### src/rtl/core/psr_pkg.sv
package psr_pkg;

	// Field widths and page geometry
	localparam int SPACE_W    = 14;
	localparam int XACT_BITS  = 32;
	localparam int PAGE_BYTES = 8192;

	// Signed working width: holds a sum or difference of two space values
	localparam int CALC_W = SPACE_W + 3;

	localparam logic signed [CALC_W-1:0] PAGE_LIM = CALC_W'(PAGE_BYTES);

	// Operation codes
	localparam logic [1:0] ACT_RELEASE      = 2'd0;
	localparam logic [1:0] ACT_ACQUIRE      = 2'd1;
	localparam logic [1:0] ACT_UNDO_RELEASE = 2'd2;
	localparam logic [1:0] ACT_UNDO_ACQUIRE = 2'd3;

	// One request: operation plus the page header it works on
	typedef struct packed {
		logic [1:0]           action;
		logic [XACT_BITS-1:0] xact_id;
		logic [SPACE_W-1:0]   amount;
		logic [SPACE_W-1:0]   amount_nonreserved;
		logic [SPACE_W-1:0]   free_space;
		logic [SPACE_W-1:0]   reserved;
		logic [SPACE_W-1:0]   private_reserve;
		logic [XACT_BITS-1:0] youngest;
		logic [XACT_BITS-1:0] min_active_xact;
	} psr_item_t;

	// One response: updated header and status flags
	typedef struct packed {
		logic [SPACE_W-1:0]   free_space;
		logic [SPACE_W-1:0]   reserved;
		logic [SPACE_W-1:0]   private_reserve;
		logic [XACT_BITS-1:0] youngest;
		logic                 alloc_ok;
		logic                 page_updated;
	} psr_result_t;

	// Zero-extend a space value into the signed working width.
	function automatic logic signed [CALC_W-1:0] to_calc(input logic [SPACE_W-1:0] v);
		return signed'(CALC_W'(v));
	endfunction

	// Saturate a working value to the range 0 to PAGE_BYTES.
	function automatic logic [SPACE_W-1:0] clamp_space(input logic signed [CALC_W-1:0] v);
		logic [SPACE_W-1:0] r;
		if (v < 0) begin
			r = '0;
		end else if (v > PAGE_LIM) begin
			r = PAGE_LIM[SPACE_W-1:0];
		end else begin
			r = v[SPACE_W-1:0];
		end
		return r;
	endfunction

endpackage

### src/rtl/core/psr_calc.sv
module psr_calc (
	input  psr_pkg::psr_item_t                 item,
	input  logic [psr_pkg::XACT_BITS-1:0]      cache_min,
	output psr_pkg::psr_result_t               result,
	output logic [psr_pkg::XACT_BITS-1:0]      cache_min_nxt
);
	import psr_pkg::*;

	logic                        active;
	logic                        stale_chk;
	logic                        stale_old;
	logic                        refresh;
	logic                        stale;
	logic [XACT_BITS-1:0]        yg_a;
	logic [SPACE_W-1:0]          rs_a;
	logic [SPACE_W-1:0]          pr_a;
	logic signed [CALC_W-1:0]    fr_c;
	logic signed [CALC_W-1:0]    rs_c;
	logic signed [CALC_W-1:0]    pr_c;
	logic signed [CALC_W-1:0]    amt_c;
	logic signed [CALC_W-1:0]    nonres_c;
	logic signed [CALC_W-1:0]    avail;
	logic signed [CALC_W-1:0]    avail_own;
	logic signed [CALC_W-1:0]    inres;
	logic                        owner;

	// Stale reservation check, refreshing the cached minimum only when needed
	always_comb begin
		active    = (item.amount != '0);
		stale_chk = active && (item.action == ACT_RELEASE || item.action == ACT_ACQUIRE);
		stale_old = cache_min > item.youngest;
		refresh   = stale_chk && !stale_old && (item.xact_id > item.youngest);
		cache_min_nxt = refresh ? item.min_active_xact : cache_min;
		stale = stale_chk && (stale_old || (refresh && (item.min_active_xact > item.youngest)));
		yg_a  = stale ? '0 : item.youngest;
		rs_a  = stale ? '0 : item.reserved;
		pr_a  = stale ? '0 : item.private_reserve;
	end

	// Working values in the signed width
	always_comb begin
		fr_c      = to_calc(item.free_space);
		rs_c      = to_calc(rs_a);
		pr_c      = to_calc(pr_a);
		amt_c     = to_calc(item.amount);
		nonres_c  = to_calc(item.amount_nonreserved);
		owner     = (yg_a == item.xact_id);
		avail     = fr_c - rs_c;
		avail_own = avail + (owner ? pr_c : '0);
		inres     = amt_c - nonres_c;
	end

	// Header update for each operation
	always_comb begin
		result.free_space      = item.free_space;
		result.reserved        = rs_a;
		result.private_reserve = pr_a;
		result.youngest        = yg_a;
		result.alloc_ok        = (item.action == ACT_ACQUIRE);
		result.page_updated    = stale;
		if (active) begin
			unique case (item.action)
				ACT_RELEASE: begin
					result.free_space   = clamp_space(fr_c + amt_c);
					result.reserved     = clamp_space(rs_c + amt_c);
					result.page_updated = 1'b1;
					if (owner) begin
						result.private_reserve = clamp_space(pr_c + amt_c);
					end else if (item.xact_id > yg_a) begin
						result.youngest        = item.xact_id;
						result.private_reserve = clamp_space(amt_c);
					end
				end
				ACT_ACQUIRE: begin
					if (nonres_c > avail) begin
						result.alloc_ok = 1'b0;
					end else begin
						if (owner) begin
							result.page_updated = 1'b1;
						end
						if (amt_c > avail_own) begin
							result.alloc_ok = 1'b0;
						end else begin
							result.free_space   = clamp_space(fr_c - amt_c);
							result.page_updated = 1'b1;
							if (owner) begin
								if (inres > pr_c) begin
									result.reserved        = clamp_space(rs_c - pr_c);
									result.private_reserve = '0;
								end else begin
									result.reserved        = clamp_space(rs_c - inres);
									result.private_reserve = clamp_space(pr_c - inres);
								end
							end
						end
					end
				end
				ACT_UNDO_RELEASE: begin
					result.page_updated = 1'b1;
					result.free_space   = clamp_space(fr_c - amt_c);
					result.reserved     = clamp_space(rs_c - amt_c);
					if (owner) begin
						result.private_reserve = clamp_space(pr_c - amt_c);
					end
				end
				ACT_UNDO_ACQUIRE: begin
					result.page_updated = 1'b1;
					result.free_space   = clamp_space(fr_c + amt_c);
					if (yg_a >= item.xact_id) begin
						result.reserved = clamp_space(rs_c + amt_c);
						if (owner) begin
							result.private_reserve = clamp_space(pr_c + amt_c);
						end
					end
				end
				default: begin
					result.page_updated = stale;
				end
			endcase
		end
	end

endmodule

### src/rtl/core/page_space_reservation.sv
// Page space reservation unit. Takes one transaction per clock on the input channel
// when the output is not stalled and returns one result transaction for each, in
// order. The path is an input register, one pass of compare and add/subtract logic,
// and a result register; the cached minimum active transaction id is updated as
// each item moves from the input register into the result register, so every item
// sees the cache left by the one before it. No configuration and no start-up sweep:
// the block is ready as soon as reset is released.
module page_space_reservation (
	input  logic                              clk,
	input  logic                              arst_n,
	input  logic                              in_valid,
	output logic                              in_ready,
	input  logic [1:0]                        action,
	input  logic [psr_pkg::XACT_BITS-1:0]     xact_id,
	input  logic [psr_pkg::SPACE_W-1:0]       amount,
	input  logic [psr_pkg::SPACE_W-1:0]       amount_nonreserved,
	input  logic [psr_pkg::SPACE_W-1:0]       free_space_in,
	input  logic [psr_pkg::SPACE_W-1:0]       reserved_in,
	input  logic [psr_pkg::SPACE_W-1:0]       private_reserve_in,
	input  logic [psr_pkg::XACT_BITS-1:0]     youngest_in,
	input  logic [psr_pkg::XACT_BITS-1:0]     min_active_xact,
	output logic                              out_valid,
	input  logic                              out_ready,
	output logic [psr_pkg::SPACE_W-1:0]       free_space_out,
	output logic [psr_pkg::SPACE_W-1:0]       reserved_out,
	output logic [psr_pkg::SPACE_W-1:0]       private_reserve_out,
	output logic [psr_pkg::XACT_BITS-1:0]     youngest_out,
	output logic                              alloc_ok,
	output logic                              page_updated
);
	import psr_pkg::*;

	logic                 item_valid_s1;
	psr_item_t            item_s1;
	logic                 out_valid_q;
	psr_result_t          result_q;
	logic [XACT_BITS-1:0] cache_min_q;
	logic [XACT_BITS-1:0] cache_min_nxt;
	psr_result_t          result_nxt;
	logic                 advance;
	logic                 in_fire;

	// The input register moves on whenever the result register is free or being emptied
	assign advance  = item_valid_s1 && (!out_valid_q || out_ready);
	assign in_ready = !item_valid_s1 || advance;
	assign in_fire  = in_valid && in_ready;

	// Input register control
	always_ff @(posedge clk or negedge arst_n) begin
		if (!arst_n) begin
			item_valid_s1 <= 1'b0;
		end else if (in_ready) begin
			item_valid_s1 <= in_valid;
		end
	end

	// Input register payload
	always_ff @(posedge clk) begin
		if (in_fire) begin
			item_s1.action             <= action;
			item_s1.xact_id            <= xact_id;
			item_s1.amount             <= amount;
			item_s1.amount_nonreserved <= amount_nonreserved;
			item_s1.free_space         <= free_space_in;
			item_s1.reserved           <= reserved_in;
			item_s1.private_reserve    <= private_reserve_in;
			item_s1.youngest           <= youngest_in;
			item_s1.min_active_xact    <= min_active_xact;
		end
	end

	// Header update logic
	psr_calc u_calc (
		.item          (item_s1),
		.cache_min     (cache_min_q),
		.result        (result_nxt),
		.cache_min_nxt (cache_min_nxt)
	);

	// Cached minimum active id and result register control
	always_ff @(posedge clk or negedge arst_n) begin
		if (!arst_n) begin
			cache_min_q <= '0;
			out_valid_q <= 1'b0;
		end else begin
			if (advance) begin
				cache_min_q <= cache_min_nxt;
			end
			if (!out_valid_q || out_ready) begin
				out_valid_q <= item_valid_s1;
			end
		end
	end

	// Result register payload
	always_ff @(posedge clk) begin
		if (advance) begin
			result_q <= result_nxt;
		end
	end

	assign out_valid           = out_valid_q;
	assign free_space_out      = result_q.free_space;
	assign reserved_out        = result_q.reserved;
	assign private_reserve_out = result_q.private_reserve;
	assign youngest_out        = result_q.youngest;
	assign alloc_ok            = result_q.alloc_ok;
	assign page_updated        = result_q.page_updated;

endmodule

### config.mk
export PLATFORM = sky130hd
export DESIGN_NAME = page_space_reservation
export DESIGN_NICKNAME = d
export VERILOG_FILES = /design/src/rtl/core/psr_pkg.sv /design/src/rtl/core/psr_calc.sv /design/src/rtl/core/page_space_reservation.sv
export SDC_FILE = /design/constraint.sdc
export NUM_CORES = 1
export LEC_CHECK = 0
export ABC_AREA = 1
export BUFFER_PORTS_ARGS = -buffer_cell sky130_fd_sc_hd__buf_4
export CORE_UTILIZATION = 56
export CTS_CLUSTER_SIZE = 30
export DETAILED_ROUTE_END_ITERATION = 16
export MAX_ROUTING_LAYER = met4
export PLACE_DENSITY = 0.76
export SYNTH_ARGS = -nofsm -noshare
export SYNTH_HDL_FRONTEND = slang
export SYNTH_HIERARCHICAL = 1
export SYNTH_SLANG_ARGS = --single-unit
### constraint.sdc
create_clock -name clk -period 9.3 [get_ports clk]
set_input_delay 2.79 -clock clk [delete_from_list [all_inputs] [get_ports clk]]
set_output_delay 2.79 -clock clk [all_outputs]
set_load 0.1 [all_outputs]
* Word-level counts from Yosys, hierarchy flattened
Cells that the tools add are included.
** Storage, ports and cells
- Register bits after elaboration :: 278
- Logic and storage cells :: 124
** Operators by class
- Magnitude comparators :: 28
- Equal/unequal tests :: 4
- Reductions and logical operators :: 18
- $add $sub $neg :: 12
- Multiplexer cells :: 44
** Operators by type and width (number)
- 14-bit 2-to-1 mux :: 26
- 42-bit one-hot mux with 4 select lines :: 1
- 32-bit greater-than comparator :: 4
- 32-bit 2-to-1 mux :: 3
- 14-bit by 14-bit subtractor with 15-bit output :: 6
- 17-bit by 15-bit greater-than comparator with 1-bit output (second input constant) :: 5
- 17-bit by 1-bit < comparator with 1-bit output (second input constant) :: 5
- 28-bit 2-to-1 mux :: 3
- 42-bit 2-to-1 mux :: 2
- 76-bit 2-to-1 mux :: 1
- 15-bit greater-than comparator (second input constant) :: 4
- 15-bit by 1-bit < comparator with 1-bit output (second input constant) :: 4
- 46-bit 2-to-1 mux :: 1
- 14-bit by 14-bit adder with 15-bit output :: 3
- 15-bit by 17-bit greater-than comparator with 1-bit output :: 2
- 32-bit equality test :: 1
- 32-bit >= comparator :: 1
- 15-bit by 15-bit subtractor with 16-bit output :: 2
- 17-bit adder :: 1
- 15-bit greater-than comparator :: 1
- 14-bit greater-than comparator (second input constant) :: 1
- 14-bit by 1-bit < comparator with 1-bit output (second input constant) :: 1
- 14-bit nonzero test :: 1
- 1-bit logical AND :: 7
- 9 further kinds :: 20

* Longest topological paths before layout
Gate-level depths: netlist of the first run.
- Word-level depth :: 19
- Mapped depth :: 56

* Modules after synthesis
The synthesis of the first run kept the hierarchy.
** Modules (own cells, without submodules)
- psr_calc :: cells each 2859, area an instance 16382.0 µm², instances 1
- page_space_reservation :: cells each 393, area an instance 8720.9 µm², instances 1

* Least setup slack after synthesis of the first run
Ideal clock, no wire load.
- Path kind :: input port to flip-flop
- From :: input port out_ready
- To :: register item_s1[0] in the netlist's numbering, enable pin
- Arrival :: 7.024 ns
- Library setup time :: 0.520 ns
- Buffers on the path :: 0
- Setup slack :: 1.756 ns
- Required time :: 8.780 ns
- Stages :: 4
- Path through :: inv_1 nand3_1 nand2_1 inv_1
** Between the ends
- Longest elaborated chain between the ends :: 4
** RTL lines
- start: declaration :: RTL line page_space_reservation.sv:23 : input logic out_ready,
- 1-bit logical OR :: RTL line page_space_reservation.sv:44 : assign advance = item_valid_s1 && (!out_valid_q || out_ready);
- 1-bit logical AND :: RTL line page_space_reservation.sv:44
- 1-bit logical OR :: RTL line page_space_reservation.sv:45 : assign in_ready = !item_valid_s1 || advance;
- named net in_ready :: RTL line page_space_reservation.sv:12 : output logic in_ready,
- 1-bit logical AND :: RTL line page_space_reservation.sv:46 : assign in_fire = in_valid && in_ready;
- named net in_fire :: RTL line page_space_reservation.sv:41 : logic in_fire;
- end: declaration :: RTL line page_space_reservation.sv:34 : psr_item_t item_s1;
The timed path passes the listed nets, and every way through them passes these cells.
A chain may end at the register's enable or synchronous reset.

==> out/qor.yml, run 1 <==
drc: 0
setup_violations: 0
synthSimpleGateAreaFrac: 0.2432
clk_pin_slew_ns: 0.06
cts_tree: "yes"
pre_cts_ws_ns: 1.065
synth_top_family_by_area: "simple AND/OR/NAND/NOR gates"
setup-tns-final_ns: 0
finalNetCount: 3982
final_util: 0.6497
power_w: 0.007369
vias_per_cell: 6.045
ys_types: 72
postRouteWirelength_um: 91460
worstPathRequired_ns: 9.59
yosys_register_bits: 278
slowest_delay_ns: 0.63
cts.repair.resized: 0
period_share: 0.9090
critPathArrivalTime_ns: 8.74
die_h_um: 213.7
p_leak_nw: 14.22
critPathKind: "flop to flop"
syn_nets: 3758
core_area_um2: 44220
fp.dieW_um: 213.7
final_antenna_net_count: 0
wl_per_cell_um: 22.33
nFillCells: 3792
root_buffer: "clkbuf_16"
finClkSkew_ns: 0.02267
area_delta_synth_final_pct: 14.45
cts.sinks: 278
synth_area_leaders: "edfxtp_1 (29%), ha_1 (16%), nand2_1 (12%)"
synth_top_cell_area_share: 0.2919
hold_viol: 0
start_util: 0.5677
grt_max_degree: 112
clock.fmax_mhz: 118.3
synthAdderAreaFrac: 0.1701
dpl.hpwl_um: 70060
power_density_nw_per_um2: 256.5
ys_warn_count: 6
gr-total-overflow: 0
cpMostUsedCell: "nand2_1"
drtIter0Drc: 2853
synth_ff_type: "edfxtp_1"
critical_path_buf_inv_count: 4
crit_family: "simple AND/OR/NAND/NOR gates"
place.port_buffers: 249
io_pins: 250
yosysSeqAreaShare: 0.3258
drive_gt1_frac: 0.1225
cpMaxStageDelayCell: "or4_1"
grt_first_pass_wirelength_um: 136000
yosys.area.top_type: "edfxtp_1"
antenna_found_initial: 2
htreeDepth: 2
clk_path_buf_depth: 3
synth_area_um2: 25100
max_slew_margin: 0.1579
startpoint_type: "flop"
synth-xor-area-share: 0.04461
synth_compound_area_frac: 0.1170
syn_inst: 3252
insertion_delay_ns: 0.58
status: "complete, no violations"
synth-edff-count: 244
tightest_slew_ns: 1.259
cp_max_fo: 31
gp_congestion: 1.090
endpoint_kind: "flop"
final_max_slew_viol_count: 0
post-cts-setup-buffers: 0
synth.mux.area_fraction: 0.01391
grt_usage: 0.4111
postSynthAreaPerCell_um2: 7.719
synthArstFlopShare: 0.1223
drv_cap: 0
rsz0062_at_grt: "no"
max-vdd-ir-drop_uv: 226.3
fp-row-count: 77
min_path_type: "flop to flop"
grt_pass1_vias: 23540
vias: 24760
drt_pre_antenna_iters: 6
setup_slack_ns: 0.8467
cts_made_buffers: 34
fin_crit_ns: 8.453
dieArea_um2: 45680
ctsHoldBuffers: 0
==> synth_stat cells (11+ instances only) <==
cell type and count:
a21o_1 11, a21oi_1 264, buf_2 23, buf_4 12, clkbuf_1 49, dfrtp_1 34, edfxtp_1 244, fa_1 12
ha_1 322, inv_1 424, inv_2 14, mux2_2 31, nand2_1 800, nand3_1 234, nand3b_1 19, nand4_1 62
nor2_1 215, nor3_1 36, nor4_1 11, o2111ai_1 16, o21ai_0 124, o21ai_1 18, o21bai_1 17, xnor2_1 26
xor2_1 100
==> cell type report <==
cell class | count | area [µm²] | share of cell area
clock buffer | 42 | 900.9 | 0.03136
antenna | 2 | 5.005 | 0.0001742
timing repair buffer | 284 | 2157 | 0.07508
multi-input combinational | 2431 | 14790 | 0.5147
clock inverter | 20 | 274.0 | 0.009537
tap | 592 | 740.7 | 0.02578
inverter | 447 | 1687 | 0.05871
sequential | 278 | 8178 | 0.2846
==> worst min-delay path, cell delays in order (launching register included) <==
cell     delay, ns
dfrtp_1       0.36
nand2_1       0.06
nand2_1       0.05
==> where the power goes <==
group	internal, W	total [W]	switching (W)
Sequential	0.00161	0.00175	0.000144
Clock	0.000817	0.00140	0.000583
Combinational	0.00128	0.00422	0.00294
Total	0.00370	0.00737	0.00367
==> layer usage <==
metal  global-route usage  vias up  share of wire
met1               0.4996    11560           0.39
met2               0.6339     1459           0.45
met4               0.2328        0          0.064
li1                     -    11400              -
met5                    -        -              0
met3              0.08802      349           0.10
==> stage by stage <==
| stage | instance area, µm² | std cells | hold WS, ns |
|---|---|---|---|
| 2_1_floorplan | 25100 | 3252 | 0.4616 |
| 3_3_place_gp | 27550 | 4032 | 0.4756 |
| 3_5_place_dp | 27550 | 4032 | 0.4899 |
| 4_1_cts | 28730 | 4094 | 0.5028 |
| 5_1_grt | 28730 | 4096 | 0.5221 |
| 6_report | 28730 | 4096 | 0.5019 |
==> state kept, by name, summed over array words and instances, names as in the netlist <==
| signal | cells |
|---|---|
| item_s1 | 168 |
| cache_min_q | 32 |
| youngest_out | 32 |
| free_space_out | 14 |
| private_reserve_out | 14 |
| reserved_out | 14 |
| alloc_ok | 1 |
| item_valid_s1 | 1 |
| out_valid | 1 |
| page_updated | 1 |
==> kinds of logic (layout without fill, tap and decap cells) <==
family                     after synthesis  count (layout)
and+or+nand+nor                       1420            1420
buffers and inverters                  543             793
AOI/OAI and AO/OA                      519             519
adders and majority gates              334             334
DFF                                    278             278
xor gates and xnor gates               127             127
muxes                                   31              31
other                                    0               2
==> path summary, 6_finish.rpt <==
check	cells after the start	end	slack (ns)	start
worst max register to register	44	free_space_out[2]	0.85	item_s1[165]
worst min register to register	2	cache_min_q[3]	0.50	cache_min_q[3]
min in group asynchronous	1	cache_min_q[27]	2.19	arst_n
max in group asynchronous	1	cache_min_q[10]	6.76	arst_n
worst max-delay path	44	free_space_out[2]	0.85	item_s1[165]
worst min-delay path	2	cache_min_q[3]	0.50	cache_min_q[3]
==> cell usage in the layout, fill, tap and decap left out, types with 11 or more instances in the layout <==
| cell type | netlist | final |
|---|---|---|
| a21o_1 | 11 | 11 |
| a21oi_1 | 264 | 264 |
| buf_4 | 12 | 282 |
| clkbuf_16 | 0 | 34 |
| dfrtp_1 | 34 | 34 |
| edfxtp_1 | 244 | 244 |
| fa_1 | 12 | 12 |
| ha_1 | 322 | 322 |
| inv_1 | 424 | 422 |
| inv_2 | 14 | 14 |
| mux2_2 | 31 | 31 |
| nand2_1 | 800 | 800 |
| nand3_1 | 234 | 234 |
| nand3b_1 | 19 | 19 |
| nand4_1 | 62 | 62 |
| nor2_1 | 215 | 212 |
| nor3_1 | 36 | 36 |
| nor4_1 | 11 | 11 |
| o2111ai_1 | 16 | 16 |
| o21ai_0 | 124 | 124 |
| o21ai_1 | 18 | 18 |
| o21bai_1 | 17 | 17 |
| xnor2_1 | 26 | 26 |
| xor2_1 | 100 | 100 |
No activity file was read; power rests on OpenSTA's default activity.
==> run 2, diff against run 1 <==
- SYNTH_HIERARCHICAL: 1 -> default
==> run 2 against run 1 <==
  * Clock-buffer cell count up 1
  * First-iteration DRC count down 13%
  * Critical endpoint is now private_reserve_out[5]
  * Critical path type unchanged
  * Power down 5.7%
  * Largest power group unchanged
  * Final area down 3.7%
  * Routed wire length down 5.7%
  * Combinational power down 5.0%
  * Fmax down 1.0%
==> out/qor.yml, run 2 <==
status: "complete, no violations"
fin_area_um2: 27660  # -3.7%
startpoint_type: "flop"
period_share: 0.9182  # +0.009290
antenna_cells: 0  # -2
worstPathRequired_ns: 9.66  # +0.07 ns
cts_made_buffers: 31  # -8.8%
ys_warn_count: 0  # -6
start_util: 0.5730  # +0.005372
clk_path_buf_depth: 3  # unchanged
layout_commonest_cell: "nand2_1"
dp_cells: 3792  # -6.0%
setup-tns-final_ns: 0  # unchanged
cts.sinks: 278  # unchanged
insertion_delay_ns: 0.62  # +0.04 ns
tightest_slew_ns: 1.378  # +0.1196 ns
grt_max_degree: 105  # -6.3%
drv_cap: 0  # unchanged
cp_max_fo: 51  # +65%
finalNetCount: 3751  # -5.8%
critPathArrivalTime_ns: 8.90  # +0.16 ns
syn_nets: 3520  # -6.3%
clock.fmax_mhz: 117.1  # -1.0%
min_path_type: "flop to flop"
postRouteWirelength_um: 86250  # -5.7%
synth_area_leaders: "edfxtp_1 (30%), ha_1 (16%), nand2_1 (11%)"
rsz0062_at_grt: "no"
vias_per_cell: 6.004  # -0.68%
max_slew_margin: 0.07785  # -0.08004
yosys.area.top_type: "edfxtp_1"
postSynthAreaPerCell_um2: 8.038  # +4.1%
placement.cell_area_um2: 26680  # -3.1%
final_cell_mix: "nand2_1 (717), inv_1 (358), ha_1 (319), buf_4 (279), a21oi_1 (258)"
synth.mux.area_fraction: 0.01439  # +0.0004879
min_from: "cache_min_q[29]"
synthTopCellsByCount: "nand2_1 (717), inv_1 (359), ha_1 (319), a21oi_1 (259), edfxtp_1 (244)"
gr-total-overflow: 0  # unchanged
cpMostUsedCell: "nand2_1"
ctsHoldBuffers: 0  # unchanged
yosysSeqAreaShare: 0.3372  # +0.01143
fp-row-count: 75  # -2.6%
whs_endpoint: "cache_min_q[29]"
hold_viol: 0  # unchanged
core_area_um2: 42320  # -4.3%
post-cts-setup-buffers: 0  # unchanged
synth_top_family_by_area: "simple AND/OR/NAND/NOR gates"
ys_types: 69  # -4.2%
yosys_register_bits: 278  # unchanged
drive_gt1_frac: 0.1381  # +0.01560
synth-xor-area-share: 0.05035  # +0.005744
synthArstFlopShare: 0.1223  # unchanged
synth_ff_type: "edfxtp_1"
grt_pass1_vias: 22300  # -5.3%
area_delta_synth_final_pct: 14.05
antenna_found_initial: 0  # -2
grt_usage: 0.3980  # -0.01303
fin_crit_ns: 8.540  # +0.08639 ns
cpMaxStageDelayCell: "nand3_4"
crit_family: "simple AND/OR/NAND/NOR gates"
critical_path_buf_inv_count: 4  # unchanged
reg2reg_depth: 47  # +6.8%
power_density_nw_per_um2: 251.1  # -2.1%
io_pins: 250  # unchanged
gp_congestion: 1.070  # -1.9%
cts_tree: "yes"
synthSimpleGateAreaFrac: 0.2167  # -0.02650
drc: 0  # unchanged
drt_pre_antenna_iters: 6  # unchanged
synthAdderAreaFrac: 0.1745  # +0.004418
final-instance-count-excl-fill: 3850  # -6.0%
syn_inst: 3017  # -7.2%
rrSetupSlack_ns: 0.76  # -0.09 ns
slowest_delay_ns: 0.59  # -0.04 ns
setup_violations: 0  # unchanged
critPathKind: "flop to flop"
grt_first_pass_wirelength_um: 129000  # -5.1%
synth_most_common_cell: "nand2_1"
largest_reg_flops: 168  # unchanged
synth_compound_area_frac: 0.1293  # +0.01231
power_w: 0.006945  # -5.7%
dpl.hpwl_um: 66340  # -5.3%
cp_num_cells: 47  # +6.8%
final_max_slew_viol_count: 0  # unchanged
r2r-end: "private_reserve_out[5]"
synth_top_cell_area_share: 0.3021  # +0.01024
cts.repair.resized: 0  # unchanged
dieArea_um2: 44140  # -3.4%
htreeDepth: 1  # -1
root_buffer: "clkbuf_16"
p_leak_nw: 13.33  # -6.3%
rr_startpoint: "item_s1[57]"
endpoint_kind: "flop"
place.port_buffers: 249  # unchanged
whs_path_depth: 1  # -1
max-vdd-ir-drop_uv: 214.3  # -5.3%
regMostFlops: "item_s1"
fp.dieW_um: 210.1  # -1.7%
nFillCells: 3579  # -5.6%
synth_area_um2: 24250  # -3.4%
wl_per_cell_um: 22.40  # +0.32%
finClkSkew_ns: 0.02264  # -0.00003110 ns
vias: 23120  # -6.6%
clk_pin_slew_ns: 0.06  # about the same
final_antenna_net_count: 0  # unchanged
drtIter0Drc: 2481  # -13%
synth-edff-count: 244  # unchanged
die_h_um: 210.1  # -1.7%
==> run 2: cell count changes after synthesis, moves of 7 or more <==
| cell | delta |
|---|---|
| nor2_1 | -17 |
| inv_2 | +14 |
| o2111ai_1 | -13 |
| nand2_1 | -83 |
| nor2_2 | +11 |
| nand3_1 | -107 |
| nor3_1 | -9 |
| a21oi_2 | +7 |
| a211oi_1 | +7 |
| inv_1 | -65 |
| buf_4 | -7 |
| o21ai_1 | +15 |
| o21ai_0 | +14 |
==> run 2: cell type report <==
type	count	area, µm²	area share
flip-flops and latches	278	8178	0.2957
clock buffers	43	840.8	0.03040
clock inverters	15	135.1	0.004885
repair buffers	279	2095	0.07572
well taps	577	721.9	0.02610
multi-input cells	2266	14210	0.5139
inverters	392	1476	0.05338
==> run 2: kinds of logic (layout without fill, tap and decap cells) <==
kind of cell             after synthesis  count (layout)
buffers and inverters                473             729
flip-flops                           278             278
adder cells (fa/ha/maj)              331             331
multiplexers                          31              31
XOR/XNOR                             136             136
AND/OR/NAND/NOR                     1214            1214
AO/OA/AOI/OAI                        554             554
==> run 2: metal layers <==
layer  GRT usage  up-vias  wire length (µm)
met2      0.6079     1240             38090
li1            -    10680                 -
met5           -        -                 0
met4      0.2416        0              5979
met3     0.07911      284              8485
met1      0.4873    10910             33690
==> run 2: worst max-delay path by stage <==
stage,endpoint,slack (ns),start
floorplan,cache_min_q[10],1.25,out_ready
global placement,private_reserve_out[4],1.05,item_s1[59]
detailed placement,private_reserve_out[4],0.86,item_s1[57]
CTS,private_reserve_out[5],0.83,item_s1[57]
global route,reserved_out[4],0.07,item_s1[57]
finish,private_reserve_out[5],0.76,item_s1[57]
==> run 2: power breakdown <==
part,total [W],switching [W],leakage [nW],internal (W)
clock network,0.00122,0.000551,0.467,0.000666
registers,0.00172,0.000122,2.77,0.00160
logic,0.00401,0.00281,10.1,0.00120
total,0.00695,0.00348,13.3,0.00347
==> run 2: metrics by stage <==
step / hold WS, ns / util / worst slack [ns]
after CTS: 0.5167 / 0.6536 / 0.8305
final: 0.5105 / 0.6536 / 0.7603
after floorplan: 0.4471 / - / 1.249
after detailed placement: 0.4888 / 0.6305 / 0.8571
after global routing: 0.5279 / 0.6536 / 0.07199
after global placement: 0.4803 / 0.6305 / 1.047
